### src/hdl/bwe_pkg.sv
// ----------------------------------------------------------------------------
// bwe_pkg
// Types and constants shared by the Butterworth emphasis gain pipeline.
// ----------------------------------------------------------------------------
package bwe_pkg;

    localparam int FRAC_BITS = 16;
    localparam int MAX_DIM   = 1024;

    localparam int CFG_W   = 11;
    localparam int IDX_W   = 10;
    localparam int ORD_W   = 4;
    localparam int PCT_W   = 9;
    localparam int DIST_W  = 21;
    localparam int Q_W     = 22;
    localparam int WORD_W  = 32;
    localparam int PROD_W  = WORD_W + Q_W;
    localparam int SH_W    = 6;
    localparam int GPCT_W  = 19;
    localparam int W_W     = FRAC_BITS + 1;
    localparam int GAIN_W  = FRAC_BITS + 2;
    localparam int DEN_W   = WORD_W + 1;

    // one weight step per unit of the largest order value
    localparam int NUM_STEPS = (1 << ORD_W) - 1;
    // input reg + 2 distance stages + 2 per step + divider + gain/product
    localparam int LATENCY   = 3 + 2 * NUM_STEPS + W_W + 4;

    localparam logic [GAIN_W-1:0] GAIN_MAX = {GAIN_W{1'b1}};

    // register indexes on the configuration port
    localparam logic [2:0] REG_ROWS  = 3'd0;
    localparam logic [2:0] REG_COLS  = 3'd1;
    localparam logic [2:0] REG_CUT   = 3'd2;
    localparam logic [2:0] REG_ORDER = 3'd3;
    localparam logic [2:0] REG_HIGH  = 3'd4;
    localparam logic [2:0] REG_LOW   = 3'd5;

    localparam logic [CFG_W-1:0] ROWS_RST  = 11'd512;
    localparam logic [CFG_W-1:0] COLS_RST  = 11'd512;
    localparam logic [CFG_W-1:0] CUT_RST   = 11'd10;
    localparam logic [ORD_W-1:0] ORDER_RST = 4'd2;
    localparam logic [PCT_W-1:0] HIGH_RST  = 9'd100;
    localparam logic [PCT_W-1:0] LOW_RST   = 9'd30;

    typedef struct packed {
        logic [IDX_W-1:0]  row_index;
        logic [IDX_W-1:0]  col_index;
        logic [WORD_W-1:0] spectrum_value;
    } item_t;

    typedef struct packed {
        logic [WORD_W-1:0] filtered_value;
        logic              saturated;
    } result_t;

    // derived settings handed to the datapath
    typedef struct packed {
        logic [IDX_W-1:0]  centre_row;
        logic [IDX_W-1:0]  centre_col;
        logic [Q_W-1:0]    cut_sq;
        logic [ORD_W-1:0]  order;
        logic [GPCT_W-1:0] gain_high;
        logic [GPCT_W-1:0] gain_low;
    } cfg_t;

    typedef struct packed {
        logic              d_zero;
        logic [WORD_W-1:0] sample;
    } carry_t;

    typedef struct packed {
        logic [WORD_W-1:0] a;
        logic [WORD_W-1:0] b;
        logic [DIST_W-1:0] d;
        carry_t            carry;
    } wstate_t;

endpackage

### src/hdl/bwe_cfg.sv
// ----------------------------------------------------------------------------
// bwe_cfg
// Configuration registers and the settings derived from them.
// ----------------------------------------------------------------------------
module bwe_cfg
    import bwe_pkg::*;
(
    input  logic             clk,
    input  logic             rst_n,
    input  logic             cfg_write,
    input  logic [2:0]       cfg_index,
    input  logic [CFG_W-1:0] cfg_data,
    output cfg_t             cfg
);

    localparam logic [25:0] RECIP_100 = 26'd42949673;   // ceil(2^32 / 100)

    logic [CFG_W-1:0] rows_reg;
    logic [CFG_W-1:0] cols_reg;
    logic [CFG_W-1:0] cut_reg;
    logic [ORD_W-1:0] order_reg;
    logic [PCT_W-1:0] high_reg;
    logic [PCT_W-1:0] low_reg;
    cfg_t             cfg_reg;
    cfg_t             cfg_next;
    logic [CFG_W-1:0] rows_c;
    logic [CFG_W-1:0] cols_c;

    // round(pct * 2^F / 100), halves up, by reciprocal multiply
    function automatic logic [GPCT_W-1:0] pct_to_gain(input logic [PCT_W-1:0] pct);
        logic [24:0] x;
        logic [50:0] p;
        x = (25'(pct) << FRAC_BITS) + 25'd50;
        p = 51'(x) * 51'(RECIP_100);
        return p[50:32];
    endfunction

    always_ff @(posedge clk or negedge rst_n)
    begin
        if (!rst_n)
        begin
            rows_reg  <= ROWS_RST;
            cols_reg  <= COLS_RST;
            cut_reg   <= CUT_RST;
            order_reg <= ORDER_RST;
            high_reg  <= HIGH_RST;
            low_reg   <= LOW_RST;
        end
        else if (cfg_write)
        begin
            unique case (cfg_index)
                REG_ROWS:  rows_reg  <= cfg_data;
                REG_COLS:  cols_reg  <= cfg_data;
                REG_CUT:   cut_reg   <= cfg_data;
                REG_ORDER: order_reg <= cfg_data[ORD_W-1:0];
                REG_HIGH:  high_reg  <= cfg_data[PCT_W-1:0];
                REG_LOW:   low_reg   <= cfg_data[PCT_W-1:0];
                default:   ;
            endcase
        end
    end

    always_comb
    begin
        rows_c = (rows_reg > CFG_W'(MAX_DIM)) ? CFG_W'(MAX_DIM) : rows_reg;
        cols_c = (cols_reg > CFG_W'(MAX_DIM)) ? CFG_W'(MAX_DIM) : cols_reg;
        cfg_next.centre_row = rows_c[CFG_W-1:1];
        cfg_next.centre_col = cols_c[CFG_W-1:1];
        cfg_next.cut_sq     = Q_W'(cut_reg) * Q_W'(cut_reg);
        cfg_next.order      = order_reg;
        cfg_next.gain_high  = pct_to_gain(high_reg);
        cfg_next.gain_low   = pct_to_gain(low_reg);
    end

    always_ff @(posedge clk or negedge rst_n)
    begin
        if (!rst_n)
        begin
            cfg_reg.centre_row <= ROWS_RST[CFG_W-1:1];
            cfg_reg.centre_col <= COLS_RST[CFG_W-1:1];
            cfg_reg.cut_sq     <= Q_W'(CUT_RST) * Q_W'(CUT_RST);
            cfg_reg.order      <= ORDER_RST;
            cfg_reg.gain_high  <= GPCT_W'(((int'(HIGH_RST) << FRAC_BITS) + 50) / 100);
            cfg_reg.gain_low   <= GPCT_W'(((int'(LOW_RST) << FRAC_BITS) + 50) / 100);
        end
        else
        begin
            cfg_reg <= cfg_next;
        end
    end

    assign cfg = cfg_reg;

endmodule

### config.mk
export PLATFORM = sky130hd
export DESIGN_NAME = bwe_cfg
export DESIGN_NICKNAME = d
export VERILOG_FILES = /design/src/hdl/bwe_pkg.sv /design/src/hdl/bwe_cfg.sv
export SDC_FILE = /design/constraint.sdc
export NUM_CORES = 1
export LEC_CHECK = 0
export ABC_CLOCK_PERIOD_IN_PS = 7410
export BUFFER_PORTS_ARGS = -buffer_cell sky130_fd_sc_hd__buf_2
export CAP_MARGIN = 40
export CORE_ASPECT_RATIO = 1.75
export CORE_MARGIN = 2
export CORE_UTILIZATION = 25
export CTS_CLUSTER_DIAMETER = 200
export DETAILED_ROUTE_END_ITERATION = 8
export GPL_ROUTABILITY_DRIVEN = 0
export MAX_ROUTING_LAYER = met4
export PLACE_DENSITY = 0.44
export SYNTH_ARGS = -nofsm -noshare
export SYNTH_HDL_FRONTEND = slang
export SYNTH_SLANG_ARGS = --single-unit
### constraint.sdc
create_clock -name clk -period 7.41 [get_ports clk]
set_input_delay 0.3705 -clock clk [delete_from_list [all_inputs] [get_ports clk]]
set_output_delay 0.3705 -clock clk [all_outputs]
set_load 0.02 [all_outputs]
==> After elaboration in Yosys (flattened, before gate mapping) <==
Cells that the tools add are included.
W data, S select, Z words.
{ "word_totals": {"ff_bits": 139, "input_bits": 17, "out_inout_bits": 84, "word_cells": 33} }
{ "classes": {"add_sub_neg": 2, "mul": 3, "order_cmp": 2, "n_eq_ne": 5, "n_mux": 2, "reduce_logical": 7} }
{ "op_table": {"columns": ["op", "count"], "rows": [
  ["$mul A25 B26 Y51 const B", 2],
  ["$add A25 B6 Y25 const B", 2],
  ["$gt A11 B11 Y1 const B", 2],
  ["$mul A11 B11 Y22", 1],
  ["$mux W11", 2],
  ["$reduce_and A2 Y1", 6],
  ["$eq A3 B2 Y1 const B", 2],
  ["$eq A3 B3 Y1 const B", 2],
  ["$eq A3 B1 Y1 const B", 1],
  ["$logic_not A3 Y1", 1]
]} }

==> Longest topological paths before layout <==
Gate-level depths: netlist of run 1.
{ "logic_depth": {"depth_word": 2, "depth_mapped": 21} }

==> Worst setup path after synthesis of run 1 <==
No wires, ideal clock.
{ "synth_path": {"path_kind": "flip-flop to flip-flop", "startpoint": "register low_reg[0]", "endpoint": "register cfg_reg, in the netlist cfg[17]", "setup_time_ps": 104, "t_arrival_ps": 5399, "setup_slack_ps": 1907, "path_stages_with_launch": 20, "path_buffers": 0, "synth_period_minus_slack_ps": 5503, "path_cell_list": "dfrtp_1 fa_1 inv_1 fa_1 inv_1 fa_1 inv_1 fa_1 inv_1 ha_1 ha_1 ha_1 ha_1 nand4_1 o21ai_2 a31oi_2 o31ai_4 a41oi_1 or4_1 o311ai_1"} }
{ "synth_lines": {"columns": ["element", "line", "source"], "rows": [
  ["start, declared", "bwe_cfg.sv:23", "logic [PCT_W-1:0] low_reg;"],
  ["start signal, assigned", "bwe_cfg.sv:57", "REG_LOW: low_reg <= cfg_data[PCT_W-1:0];"],
  ["end signal, assigned", "bwe_cfg.sv:88", "cfg_reg <= cfg_next;"],
  ["end, declared", "bwe_cfg.sv:24", "cfg_t cfg_reg;"]
]} }

==> results.txt, run 1 <==
----------------------------------------------------
[Drt]
  Detail Route Antenna Nets ... 0
  Vias post-DR ... approximately 11k
  Overall routed net length ... approximately 42000 um
  Number of optimization iterations in the first detailed-route pass ... 4
  Drt wl/cell ... between 15 and 20 um
  Number of violations reported at the end of detailed-routing iteration 0 ... about 270
  Vias per std cell ... about 4.3
  Number of remaining DRC errors ... 0

[Yosys]
  Post-Synth Simple-Gate Area ... under 10%
  Yosys warning count ... 0
  Seq/Total Area, Yosys ... around a fifth
  Predominant post-synthesis flop cell ... dfrtp_1
  Compound-cell area share of the yosys netlist ... ~7.6%
  Synthesized area ... around 17000 sq um
  Fraction of registers with async set or reset after synthesis ... 100%
  XOR/XNOR Fraction of Synth Area ... 3.07%
  Number of cells produced by synthesis ... 1651
  Number of synthesized register bits ... between 100 and 150
  Synth Area per Inst ... between 10 and 15 sq um
  Post-synthesis cell type count ... 70
  Portion of netlist area occupied by mux cells ... under 10%
  Number of enable-type register cells in the synthesized netlist ... 0
  Adder and majority gate portion of the synthesized area ... between 40% and 50%
  Main combinational cell family by area after synthesis ... adder cells

[Timing]
  Final hold viol count ... 0
  Post-route minimum period ... ~6100 ps
  Worst-margin pin slew ... 635 ps
  Worst setup skew after layout ... about 16 ps
  Count of endpoints failing setup in the final report ... 0
  Setup TNS Final ... 0 ps
  Max Fclk ... 165 MHz
  Tcrit/Tclk final ... between 80% and 90%
  RSZ-0062 raised after global routing ... no
  Slew margin rel. ... between 50% and 60%
  Final number of max-transition violations ... 0

[GRT]
  Wire length of the first global-routing pass ... ~68000 um
  Via count of the first global-routing pass ... about 13k
  Aggregate global-route resource usage ... 12.9%
  Number of antenna violations at the first check in global routing ... 2
  Sum of overflow across all layers after global routing ... 0
  Maximum number of pins on one net before global-route repair ... 62

[Setup path]
  Setup slack of the most critical reg-to-reg path ... roughly 1300 ps
  CP Data Arrival Time ... roughly 6400 ps
  Source of the worst register-to-register timing path ... low_reg[7]
  Biggest fanout along the worst timing path ... 8
  R2R cell count ... 19
  Required time reported for the critical path endpoint ... 7750 ps
  Type of the worst setup path ... reg2reg
  Type of destination of the critical path ... flop
  R2r endpoint ... cfg[16]
  Launching element type of the critical path ... flop

[CTS]
  Cell at the root of the clock tree ... clkbuf_16
  Clock insertion delay at the later pin of the skew report ... roughly 470 ps
  Clock tree from TritonCTS ... yes
  Number of buffers inserted during clock tree synthesis ... 17
  Sinks on the clock net ... 136
  H-Tree Level Count ... 4
  Max Root-Sink Buffers ... 2
  Clock transition at the registers of the reported paths ... 80 ps

[Cells and area]
  Non-Filler Cell Area, Final ... 19100 sq um
  Leading cell types in the layout, fill and taps excluded ... 409 x ha_1, 393 x inv_1, 160 x fa_1, 109 x dfrtp_1, 98 x buf_2
  Leading cell type in the layout, fill and taps excluded ... ha_1
  Growth of design area from synthesis to finish ... 13.4%
  Flip-flop count of the largest register, all copies and words added ... slightly above 80
  Filler Cell Count ... between 7k and 8k
  Ratio of cells with drive above 1 in the final layout ... between 10% and 20%
  Number of nets in the layout ... 2338

[Placed design]
  Number of port buffers ... between 90 and 100
  Placed standard-cell area ... approximately 18000 sq um
  Detailed Place HPWL ... around 36000 um

[Worst hold path]
  Hold WC Path Type ... in2reg
  Count of cells along the worst hold path ... 2
  Worst Hold End ... cut_reg[10]
  Worst Min Path Start ... cfg_data[10]

[Die]
  Die ar. ... around 70000 sq um
  Starting Density ... 25.1%
  Die width ... 200 um
  Die Ht ... approximately 350 um
  Area of the core ... 67200 sq um
  # rows ... between 100 and 150
  Number of top-level design ports ... between 100 and 150

[Run status]
  Status ... finished, final reports clean

[Run]
  Max-cap violation count ... 0

----------------------------------------------------
==> logic make-up (layout without fill, tap and decap cells) <==
group | count (synthesis) | after routing
buf+inv | 419 | 531
simple gates | 229 | 229
other cells | 1 | 5
mux | 45 | 45
flops | 136 | 136
xor+xnor | 59 | 59
fa+ha+maj | 569 | 569
compound gates | 193 | 193
==> through the flow <==
stage               hold slack, ps  utilization (%)  worst slack, ps  cells
floorplan                     74.9                -             1910   1653
global placement               359             27.5             1400   2626
detailed placement             304             27.5             1270   2628
CTS                            144             28.5             1250   2661
global route                   169             28.5              985   2663
finish                         179             28.5             1340   2663
==> synthesized netlist by cell type, drive strengths merged (2+ instances only) <==
cell type	number	area, sq um
a31o	3	26.3
a21o	39	294
ha	409	5120
o2111ai	2	17.5
or3	5	32.5
a21oi	53	265
nor2	27	101
a311o	2	20.0
clkbuf	23	87.6
o21bai	7	52.6
a311oi	2	17.5
o311ai	3	26.3
nor4bb	3	30.0
xor2	15	131
nand2	67	254
nand3	9	45.0
o31ai	3	36.3
dfrtp	109	2730
or2	7	43.8
a21boi	2	15.0
o211ai	6	45.0
nor2b	31	194
xnor2	44	385
a211o	2	17.5
nand4	15	93.8
nand2b	2	12.5
and2	30	189
nor4b	2	17.5
and3	6	37.5
o21ai	41	209
mux2	45	507
or4	2	16.3
a31oi	7	50.1
nor3	14	70.1
a211oi	3	27.5
o22ai	2	12.5
nand4b	2	17.5
dfstp	27	709
a41oi	4	35.0
o21a	6	45.0
buf	3	18.8
nor4	2	12.5
inv	393	1480
fa	160	3200
==> worst max-delay path, cell delays in order, from the launching register on <==
cell,delay (ps)
dfrtp_1,530
inv_1,130
fa_1,560
fa_1,510
inv_1,60
fa_1,580
inv_1,70
fa_1,530
inv_1,40
ha_1,280
ha_1,290
ha_1,300
ha_1,400
nand4_1,140
o21ai_0,170
o21bai_1,190
o211ai_1,210
a41oi_1,510
nor4_1,110
a311o_1,340
==> cell type report <==
type / instances / area [sq um] / area share, %
tap: 896 / 1120 / 5.87
antenna: 2 / 5.00 / 0.0262
inverter: 393 / 1480 / 7.72
timing repair buffer: 106 / 581 / 3.04
clock buffer: 17 / 425 / 2.23
clock inverter: 15 / 198 / 1.03
multi-input combinational: 1098 / 11900 / 62.1
sequential: 136 / 3440 / 18.0
==> what timing repair did <==
action	in CTS	in global routing
hold buffers	1	0
buffers inserted	0	0
resized for setup	0	0
hold endpoints to repair	26	0
==> metal layers <==
layer / track usage (%) / vias up / wire length (um)
met3: 1.50 / 69 / 861
li1: - / 5591 / -
met5: - / - / 0
met1: 12.8 / 5571 / 15500
met2: 25.2 / 139 / 23900
met4: 5.55 / 0 / 1440
==> how the worst max path moves through the flow <==
stage / startpoint / endpoint / slack, ps / cells past startpoint
detailed placement: low_reg[1] / cfg[16] / 1270 / 18
global route: low_reg[0] / cfg[16] / 980 / 19
finish: low_reg[7] / cfg[16] / 1340 / 19
floorplan: low_reg[0] / cfg[17] / 1910 / 19
global placement: low_reg[0] / cfg[16] / 1400 / 19
CTS: low_reg[1] / cfg[16] / 1250 / 18
Power of run 1 is not shown: default switching activity piles up to over one toggle a cycle in this logic, so the estimate is an artifact.
==> run 2, diff against run 1 <==
--- a/config.mk
+++ b/config.mk
@@ -5,7 +5,8 @@
 export SDC_FILE = /design/constraint.sdc
 export NUM_CORES = 1
 export LEC_CHECK = 0
-export ABC_CLOCK_PERIOD_IN_PS = 7410
+export ABC_AREA = 1
+export ABC_CLOCK_PERIOD_IN_PS = 5260
 export BUFFER_PORTS_ARGS = -buffer_cell sky130_fd_sc_hd__buf_2
 export CAP_MARGIN = 40
 export CORE_ASPECT_RATIO = 1.75
@@ -15,7 +16,7 @@
 export DETAILED_ROUTE_END_ITERATION = 8
 export GPL_ROUTABILITY_DRIVEN = 0
 export MAX_ROUTING_LAYER = met4
-export PLACE_DENSITY = 0.44
+export PLACE_DENSITY = 0.45
 export SYNTH_ARGS = -nofsm -noshare
 export SYNTH_HDL_FRONTEND = slang
 export SYNTH_SLANG_ARGS = --single-unit
==> constraint.sdc (replaced) <==
create_clock -name clk -period 5.26 [get_ports clk]
set_input_delay 0.263 -clock clk [delete_from_list [all_inputs] [get_ports clk]]
set_output_delay 0.263 -clock clk [all_outputs]
set_load 0.02 [all_outputs]
==> run 2 against run 1 <==
- register-to-register slack lost 1200 ps
- first-iteration DRC count grew 130%
- utilization grew 0.78 points
- non-clock buffer count grew 76
- final cell count grew 37%
- cell area grew 16%
- wire length grew 38%
- setup slack lost 1200 ps
- via count grew 36%
- critical path type unchanged
- critical endpoint unchanged
==> results.txt, run 2 <==
----------------------------------------------------
[GRT]
  Maximum number of pins on one net before global-route repair ... 66 (+6.5%)
  Via count of the first global-routing pass ... 16.4k (+30%)
  Wire length of the first global-routing pass ... 88800 um (+31%)
  Aggregate global-route resource usage ... 15.8% (+2.9 points)
  Number of antenna violations at the first check in global routing ... 1 (-1)
  Sum of overflow across all layers after global routing ... 0 (unchanged)

[Timing]
  Worst-margin pin slew ... 805 ps (+170 ps)
  Max Fclk ... 196 MHz (+19%)
  Tcrit/Tclk final ... 96.9% (+15 points)
  Post-route minimum period ... 5100 ps (-970 ps)
  Final hold viol count ... 0 (unchanged)
  Worst setup skew after layout ... 13.6 ps (-2.58 ps)
  Count of endpoints failing setup in the final report ... 0 (unchanged)
  Slew margin rel. ... 46.3% (-11 points)
  Final number of max-transition violations ... 0 (unchanged)

[CTS]
  Sinks on the clock net ... 138 (+1.5%)
  H-Tree Level Count ... 4 (unchanged)
  Number of buffers inserted during clock tree synthesis ... 17 (unchanged)
  Clock tree from TritonCTS ... yes
  Max Root-Sink Buffers ... 2 (unchanged)
  Cell at the root of the clock tree ... clkbuf_16
  Clock insertion delay at the later pin of the skew report ... 510 ps (+40 ps)
  Clock transition at the registers of the reported paths ... 70 ps (about the same)

[Yosys]
  Number of cells produced by synthesis ... 2446 (+48%)
  Commonest cells in the netlist ... 632 x inv_1, 588 x nand2_1, 409 x ha_1
  Synthesized area ... 19100 sq um (+13%)
  Synth top area share ... 26.8% (-3.5 points)
  Number of synthesized register bits ... 138 (+1.5%)
  Post-synthesis cell type count ... 34 (-51%)
  Most common cell in the netlist ... inv_1
  Fraction of registers with async set or reset after synthesis ... 100% (unchanged)
  Number of enable-type register cells in the synthesized netlist ... 0 (unchanged)
  Yosys warning count ... 0 (unchanged)
  Synth Area per Inst ... 7.80 sq um (-24%)
  Dominant cell type by area after synthesis ... ha_1
  Predominant post-synthesis flop cell ... dfrtp_1
  Synth top area cells ... ha_1 27%, fa_1 17%, dfrtp_1 15%, inv_1 12%, nand2_1 12%
  Seq/Total Area, Yosys ... 18.3% (-2.1 points)

[Cells and area]
  Final cell utilization of the core ... 29.2% (+0.78 points)
  Diodes inserted ... 0 (-2)
  Leading cell types in the layout, fill and taps excluded ... 631 x inv_1, 584 x nand2_1, 396 x ha_1, 160 x fa_1, 128 x nor2_1
  Leading cell type in the layout, fill and taps excluded ... inv_1
  Flip-flop count of the largest register, all copies and words added ... 83 (unchanged)
  Growth of design area from synthesis to finish ... 16.5%
  Ratio of cells with drive above 1 in the final layout ... 11.9% (-1.2 points)
  Number of nets in the layout ... 3213 (+37%)

[Drt]
  Drt wl/cell ... 15.7 um (+0.51%)
  Vias post-DR ... 15.4k (+36%)
  Number of optimization iterations in the first detailed-route pass ... 4 (unchanged)
  Number of violations reported at the end of detailed-routing iteration 0 ... 606 (+130%)
  Overall routed net length ... 57600 um (+38%)
  Vias per std cell ... 4.21 (-1.3%)
  Detail Route Antenna Nets ... 0 (unchanged)
  Number of remaining DRC errors ... 0 (unchanged)

[Die]
  Die width ... 213 um (+6.3%)
  Number of top-level design ports ... 101 (unchanged)
  # rows ... 134 (+6.3%)
  Die Ht ... 369 um (+6.3%)
  Die ar. ... 78600 sq um (+13%)
  Starting Density ... 25.1% (about the same)
  Area of the core ... 76000 sq um (+13%)

[Setup path]
  Type of the worst setup path ... reg2reg
  Biggest fanout along the worst timing path ... 5 (-3)
  Slowest CP cell ... dfstp_2
  Cell-by-cell listing of the critical path ... clkinvlp_4 > ha_4 > fa_1 > fa_1 > inv_1 > fa_1 > inv_1 > ha_1 > ha_1 > ha_1 > ha_4 > nand2_1 > nor2_2 > nand2_1 > nor2_2 > nand4_1 > nand4_1 > nand2_1
  Slowest Stage Delay on Critical Path ... 620 ps (+40 ps)
  CP Data Arrival Time ... 5490 ps (-920 ps)
  Setup slack of the most critical reg-to-reg path ... 160 ps (-1180 ps)
  Required time reported for the critical path endpoint ... 5650 ps (-2100 ps)
  Launching element type of the critical path ... flop
  Type of destination of the critical path ... flop

[Placed design]
  Number of port buffers ... 99 (unchanged)
  Detailed Place HPWL ... 50800 um (+40%)

[Run status]
  Status ... finished, final reports clean

[Run]
  Max-cap violation count ... 0 (unchanged)

[Worst hold path]
  Hold WC Path Type ... in2reg

----------------------------------------------------
==> run 2: cell types whose count changed after synthesis, moves of 40 or more <==
cell	delta
mux2_2	-45
nand3_1	+76
inv_1	+239
nor2_1	+109
nand2_1	+522
o21ai_0	+40
==> run 2: critical path, delay by kind of cell, from the launching register on <==
kind                       cells  cell delay, ps
adders and majority gates      8            3110
and+or+nand+nor                7             950
DFF                            1             620
buffers and inverters          3             310
==> run 2: path summary, 6_finish.rpt <==
kind | start | to | cells after the start
setup / recovery | low_reg[1] | cfg[16] | 18
hold / removal | cfg_data[10] | cols_reg[10] | 3
setup reg to reg | low_reg[1] | cfg[16] | 18
hold reg to reg | order_reg[1] | cfg[39] | 0
max in group asynchronous | rst_n | cols_reg[9] | 3
min in group asynchronous | rst_n | cfg[33] | 2
==> run 2: timing repair <==
item                                    CTS  global route
hold buffers                              1             0
endpoints found under the setup margin    1            27
pin swaps                                 0            10
endpoints found under the hold margin    51             0
gates resized for setup                   1            46
buffers inserted                          0             7
==> run 2: per-stage QoR <==
stage / instance area (sq um) / setup WS, ps / instances / hold slack, ps / TNS, ps
floorplan: 19100 / 407 / 2448 / -32.6 / 0
global placement: 21300 / 14.9 / 3620 / 353 / 0
detailed placement: 21300 / 9.13 / 3620 / 357 / 0
CTS: 21900 / 8.23 / 3653 / 79.1 / 0
global route: 22200 / -2.77 / 3660 / 88.0 / -3.68
finish: 22200 / 163 / 3660 / 105 / 0
==> run 2: layout make-up <==
cell class,count,area (sq um)
Inverter,638,2400
Timing Repair Buffer,182,1130
Fill cell,8292,53700
Multi-Input combinational cell,1650,13300
Clock buffer,17,425
Tap cell,1020,1280
Clock inverter,15,169
Sequential cell,138,3490
==> run 2: kinds of logic (layout without fill, tap and decap cells) <==
logic type / count (synthesis) / count (layout) / synth area share, %
xor gates and xnor gates: 35 / 35 / 1.61
adders and majority gates: 569 / 569 / 43.6
and+or+nand+nor: 880 / 880 / 18.9
AOI/OAI and AO/OA: 163 / 163 / 4.52
buffers and inverters: 660 / 852 / 13.0
other: 1 / 3 / 0.0197
DFF: 138 / 138 / 18.3
==> run 2: metal layers <==
layer,share of wire [%],track usage [%],wire length [um]
met3,1.8,2.05,1020
met1,33,14.0,19200
met4,4.4,7.56,2520
met2,60,32.0,34800
met5,0,-,0
Power of run 2 is left out for the same reason.
